$ cat src/design/twg_pkg.sv
// Package for the tile walk generator: payload structs, register indexes,
// controller states, datapath operations and status.
// No dependencies.
package twg_pkg;

  localparam int MAX_DIRECTIONS = 8;
  localparam int CFG_IDX_W      = 3;
  localparam logic [3:0] DIR_CAP = 4'(MAX_DIRECTIONS < 8 ? MAX_DIRECTIONS : 8);

  typedef logic signed [35:0] coord_t;

  typedef enum logic [CFG_IDX_W-1:0] {
    REG_X_LO, REG_X_HI, REG_Z_LO, REG_Z_HI,
    REG_TILE_W, REG_TILE_D, REG_DIRS, REG_ORDER
  } cfg_reg_t;

  typedef enum logic {
    FUNC_RESTART = 1'b0,
    FUNC_FETCH   = 1'b1
  } func_t;

  typedef struct packed {
    func_t              func;
    logic signed [31:0] y_lo;
    logic signed [31:0] y_hi;
  } in_item_t;

  typedef struct packed {
    logic               item_valid;
    logic signed [31:0] x_begin;
    logic signed [31:0] x_end;
    logic signed [31:0] z_begin;
    logic signed [31:0] z_end;
    logic [2:0]         direction_index;
    logic [63:0]        item_candidates;
    logic [63:0]        total_candidates;
    logic               total_saturated;
    logic               walk_done;
    logic               error_code;
  } out_item_t;

  typedef enum logic [4:0] {
    OP_NONE, OP_LATCH, OP_FETCH, OP_CHECK, OP_DIV_LOAD, OP_DIV_STEP, OP_DIV_STORE,
    OP_RST_FIN, OP_M1, OP_M2, OP_M3, OP_M4, OP_M5, OP_M6, OP_M7, OP_M8, OP_M9,
    OP_DIR, OP_LIN, OP_SP_CONT, OP_SP_TRY, OP_OUT
  } dp_op_t;

  typedef enum logic [4:0] {
    S_IDLE, S_CHECK, S_DIV_LOAD, S_DIV_RUN, S_DIV_STORE, S_RST_FIN,
    S_M1, S_M2, S_M3, S_M4, S_M5, S_M6, S_M7, S_M8, S_M9,
    S_DIR, S_LIN, S_SP_CONT, S_SP_TRY, S_OUT
  } ctrl_state_t;

  typedef struct packed {
    logic empty;
    logic div_last;
    logic div_sel_last;
    logic finished;
    logic dir_wrap;
    logic spiral;
    logic cont_step;
    logic try_done;
    logic out_free;
  } dp_status_t;

endpackage

$ cat src/design/twg_ctrl.sv
// Controller state machine of the tile walk generator.
// Depends on twg_pkg; drives the datapath by operation codes.
module twg_ctrl (
  input  logic                   clk,
  input  logic                   rst_n,
  input  logic                   in_valid,
  input  twg_pkg::func_t         in_func,
  input  twg_pkg::dp_status_t    status,
  output logic                   in_ready,
  output twg_pkg::dp_op_t        op
);

  twg_pkg::ctrl_state_t state_r, state_nxt;

  always_ff @(posedge clk) begin
    if (!rst_n) begin
      state_r <= twg_pkg::S_IDLE;
    end else begin
      state_r <= state_nxt;
    end
  end

  always_comb begin
    state_nxt = state_r;
    case (state_r)
      twg_pkg::S_IDLE: begin
        if (in_valid) begin
          if (in_func == twg_pkg::FUNC_RESTART) state_nxt = twg_pkg::S_CHECK;
          else if (status.finished) state_nxt = twg_pkg::S_OUT;
          else state_nxt = twg_pkg::S_M1;
        end
      end
      twg_pkg::S_CHECK: state_nxt = status.empty ? twg_pkg::S_OUT : twg_pkg::S_DIV_LOAD;
      twg_pkg::S_DIV_LOAD: state_nxt = twg_pkg::S_DIV_RUN;
      twg_pkg::S_DIV_RUN: if (status.div_last) state_nxt = twg_pkg::S_DIV_STORE;
      twg_pkg::S_DIV_STORE: begin
        state_nxt = status.div_sel_last ? twg_pkg::S_RST_FIN : twg_pkg::S_DIV_LOAD;
      end
      twg_pkg::S_RST_FIN: state_nxt = twg_pkg::S_OUT;
      twg_pkg::S_M1: state_nxt = twg_pkg::S_M2;
      twg_pkg::S_M2: state_nxt = twg_pkg::S_M3;
      twg_pkg::S_M3: state_nxt = twg_pkg::S_M4;
      twg_pkg::S_M4: state_nxt = twg_pkg::S_M5;
      twg_pkg::S_M5: state_nxt = twg_pkg::S_M6;
      twg_pkg::S_M6: state_nxt = twg_pkg::S_M7;
      twg_pkg::S_M7: state_nxt = twg_pkg::S_M8;
      twg_pkg::S_M8: state_nxt = twg_pkg::S_M9;
      twg_pkg::S_M9: state_nxt = twg_pkg::S_DIR;
      twg_pkg::S_DIR: begin
        if (!status.dir_wrap) state_nxt = twg_pkg::S_OUT;
        else if (status.spiral) state_nxt = twg_pkg::S_SP_CONT;
        else state_nxt = twg_pkg::S_LIN;
      end
      twg_pkg::S_LIN: state_nxt = twg_pkg::S_OUT;
      twg_pkg::S_SP_CONT: state_nxt = status.cont_step ? twg_pkg::S_OUT : twg_pkg::S_SP_TRY;
      twg_pkg::S_SP_TRY: if (status.try_done) state_nxt = twg_pkg::S_OUT;
      twg_pkg::S_OUT: if (status.out_free) state_nxt = twg_pkg::S_IDLE;
      default: state_nxt = twg_pkg::S_IDLE;
    endcase
  end

  always_comb begin
    in_ready = 1'b0;
    op       = twg_pkg::OP_NONE;
    case (state_r)
      twg_pkg::S_IDLE: begin
        in_ready = 1'b1;
        if (in_valid) begin
          op = (in_func == twg_pkg::FUNC_RESTART) ? twg_pkg::OP_LATCH : twg_pkg::OP_FETCH;
        end
      end
      twg_pkg::S_CHECK:     op = twg_pkg::OP_CHECK;
      twg_pkg::S_DIV_LOAD:  op = twg_pkg::OP_DIV_LOAD;
      twg_pkg::S_DIV_RUN:   op = twg_pkg::OP_DIV_STEP;
      twg_pkg::S_DIV_STORE: op = twg_pkg::OP_DIV_STORE;
      twg_pkg::S_RST_FIN:   op = twg_pkg::OP_RST_FIN;
      twg_pkg::S_M1:        op = twg_pkg::OP_M1;
      twg_pkg::S_M2:        op = twg_pkg::OP_M2;
      twg_pkg::S_M3:        op = twg_pkg::OP_M3;
      twg_pkg::S_M4:        op = twg_pkg::OP_M4;
      twg_pkg::S_M5:        op = twg_pkg::OP_M5;
      twg_pkg::S_M6:        op = twg_pkg::OP_M6;
      twg_pkg::S_M7:        op = twg_pkg::OP_M7;
      twg_pkg::S_M8:        op = twg_pkg::OP_M8;
      twg_pkg::S_M9:        op = twg_pkg::OP_M9;
      twg_pkg::S_DIR:       op = twg_pkg::OP_DIR;
      twg_pkg::S_LIN:       op = twg_pkg::OP_LIN;
      twg_pkg::S_SP_CONT:   op = twg_pkg::OP_SP_CONT;
      twg_pkg::S_SP_TRY:    op = twg_pkg::OP_SP_TRY;
      twg_pkg::S_OUT:       op = status.out_free ? twg_pkg::OP_OUT : twg_pkg::OP_NONE;
      default:              op = twg_pkg::OP_NONE;
    endcase
  end

endmodule

$ cat config.mk
export PLATFORM = sky130hd
export DESIGN_NAME = twg_ctrl
export DESIGN_NICKNAME = d
export VERILOG_FILES = /design/src/design/twg_pkg.sv /design/src/design/twg_ctrl.sv
export SDC_FILE = /design/constraint.sdc
export NUM_CORES = 1
export LEC_CHECK = 0
export BUFFER_PORTS_ARGS = -buffer_cell sky130_fd_sc_hd__buf_2
export CAP_MARGIN = 20
export CORE_MARGIN = 3
export CORE_UTILIZATION = 43
export CTS_CLUSTER_DIAMETER = 200
export DETAILED_ROUTE_END_ITERATION = 6
export PLACE_DENSITY = 0.72
export SLEW_MARGIN = 20
export SYNTH_ARGS = -nofsm -noshare
export SYNTH_HDL_FRONTEND = slang
export SYNTH_SLANG_ARGS = --single-unit
$ cat constraint.sdc
create_clock -name clk -period 1.5 [get_ports clk]
set_input_delay 0.075 -clock clk [delete_from_list [all_inputs] [get_ports clk]]
set_output_delay 0.075 -clock clk [all_outputs]
set_load 0.1 [all_outputs]
==> reports/results.ini <==
[status]
status=finished with violations
violations=setup timing

[power]
peakVddDrop_mv=2.147
p_leak_nw=0.4290
power.density_nw_per_um2=2660

[detailed_routing]
drt_wl_total_um=2521
wl_met3_um=232
top_layer=met4
drc=0
dr.pass1.iters=5
drtIter0Drc=44
wl_met1_um=921
route.detailed.wl_per_inst_um=18.67
vias=875
viasPerCell=6.481
wl_met2_um=1222
ant_nets=0

[global_route]
antenna_found_initial=0
grt_overflow_total=0
grt_pass1_vias=806
grtUsageTotal_pct=29.26
grt_pass1_wl_um=3939
grt_max_degree=12

[sta]
worst_pin_slew_ps=432.0
skew_ps=2.489
relSlewSlack_pct=70.93
hold_viol_final=0
finalWorstSetupSlack_ps=-143.2
setup-violations-final=10
final.setup.tns_ps=-884.3
period_minus_slack_ps=1643
fin_crit_sh_pct=109.5
drv_slew=0
max_freq_ghz=0.6086
rsz0062_at_grt=true

[synthesis]
synthCells=86
ys_types=36
yosysTopAreaCellShare_pct=16.91
syn_area_sq_um=591.8
synth_seq_cells=5
synth_area_leaders=dfxtp_1 (17%), nor2_1 (7.0%), nand2b_1 (6.3%), o22ai_1 (5.3%), nand2_1 (4.4%)
yosysWarnings=0
synth_nets=99
yosysTopAreaCell=dfxtp_1
avgSynthCellArea_sq_um=6.882
seq_area_frac_synth_pct=16.91

[final_layout]
final_common_cell=buf_4
num_antenna_cells=0
final_nets=135
flow.area_growth_from_synthesis_pct=83.51
top_regs=state_r: 5 flops
drive_gt1_share_pct=53.72
layout_common_cells=buf_4 (16), buf_2 (12), nor2_1 (8), nand2_1 (7), buf_12 (7)
fin_util_pct=90.42
largest-register=state_r
largest_reg_flops=5

[placed_design]
dp_hpwl_um=1578
portBuffers=18
gp_congestion=0.9083

[setup_path]
critPathArrivalTime_ps=1830
critical_path_class=register to register
endpoint=state_r[4]
path_max_fanout=11
required_ps=1690
worstSetupStartpoint=state_r[2]
startpoint_type=register
timing.rr.start=state_r[2]
reg2reg_to=state_r[4]
end_kind=register
reg2regPathDepth=7
reg2reg_slack_ps=-140

[floorplanning]
die-area_sq_um=1858
row_count=12
die_y_um=43.10
start_util_pct=49.27
core_region_area_sq_um=1201
io_pins=19
die_x_um=43.10

[clocking]
clock_path_buffers=2
cts_root_buf=clkbuf_4
h-tree-depth=1
holdBufCountCts=0
cts_tree=done
worstSkewPairLatency_ps=260
cts_made_buffers=3
clk_pin_slew_ps=50
cts.sinks=5

[worst_hold_path]
hold_class=primary input to register

[run]
maxCapViolations=0

-- worst min-delay path by stage --
stage | from | endpoint | slack (ps) | depth (start not counted)
after floorplan | rst_n | state_r[4] | 190 | 2
after global placement | rst_n | state_r[4] | 330 | 3
after detailed placement | rst_n | state_r[4] | 330 | 3
after CTS | rst_n | state_r[4] | 70 | 3
after global routing | rst_n | state_r[4] | 100 | 3
final | rst_n | state_r[3] | 110 | 2
-- worst max-delay path: stages (launching register included) --
cell and delay, ps:
dfxtp_2 320, buf_4 180, nor2_2 70, buf_4 130, and4_1 230, a211oi_2 300, nand3_2 160, o21ai_1 180
-- repair_timing --
action                                  in CTS  in global routing
buffers inserted                             1                  1
gates resized for setup                     17                  7
hold endpoints to repair                     0                  0
pin swaps                                    6                  5
endpoints found under the setup margin       7                 10
-- stage by stage --
| stage | instance area, sq um | power (mW) | std cells | hold slack, ps | setup slack (ps) |
|---|---|---|---|---|---|
| final | 1086 | 2.888 | 135 | 110.1 | -143.2 |
| after CTS | 1055 | 2.779 | 134 | 66.13 | -123.2 |
| after global routing | 1086 | 2.999 | 135 | 104.9 | -338.6 |
| after floorplan | 679.4 | 1.755 | 86 | 189.6 | -399.9 |
| after detailed placement | 935.9 | 2.410 | 129 | 327.7 | -122.0 |
| after global placement | 935.9 | 2.378 | 129 | 330.0 | 3.327 |
-- per-layer routing --
layer,track usage (%),vias up
li1,-,390
met4,22.89,0
met3,5.932,17
met2,45.13,72
met5,0,-
met1,34.42,396
-- cells by family (layout without fill, tap and decap cells) --
group	Yosys count	after routing	synth area share [%]
and+or+nand+nor	40	40	37.21
muxes	1	1	1.691
buffers and inverters	11	46	9.515
DFF	5	5	16.91
AOI/OAI and AO/OA	26	26	30.23
xor gates and xnor gates	3	3	4.441
-- Yosys cell counts (all sizes together) --
cell type	n
and4bb	1
clkbuf	2
o22ai	5
o21ai	5
nor4	3
dfxtp	5
a211o	1
nand2b	6
a21oi	4
mux2i	1
o32ai	1
inv	4
nand2	7
nand3b	1
a2111oi	2
a311oi	1
and3	1
a31oi	2
or2	2
nand3	2
nor2	11
nor3	4
and4	1
buf	5
a221oi	1
o22a	1
nor3b	1
a2bb2oi	1
xnor2	3
a211oi	2
-- cell type report --
| cell class | instances | area (sq um) |
|---|---|---|
| multi-input cells | 70 | 565.5 |
| repair buffers | 38 | 354.1 |
| fillers | 54 | 115.1 |
| flip-flops and latches | 5 | 107.6 |
| clock buffers | 4 | 26.28 |
| well taps | 14 | 17.52 |
| inverters | 4 | 15.01 |
-- power by group --
part	switching, mW	internal, mW
logic	1.42	1.03
registers	0.0814	0.183
clock network	0.0714	0.102
(Power assumes the default switching activity.)
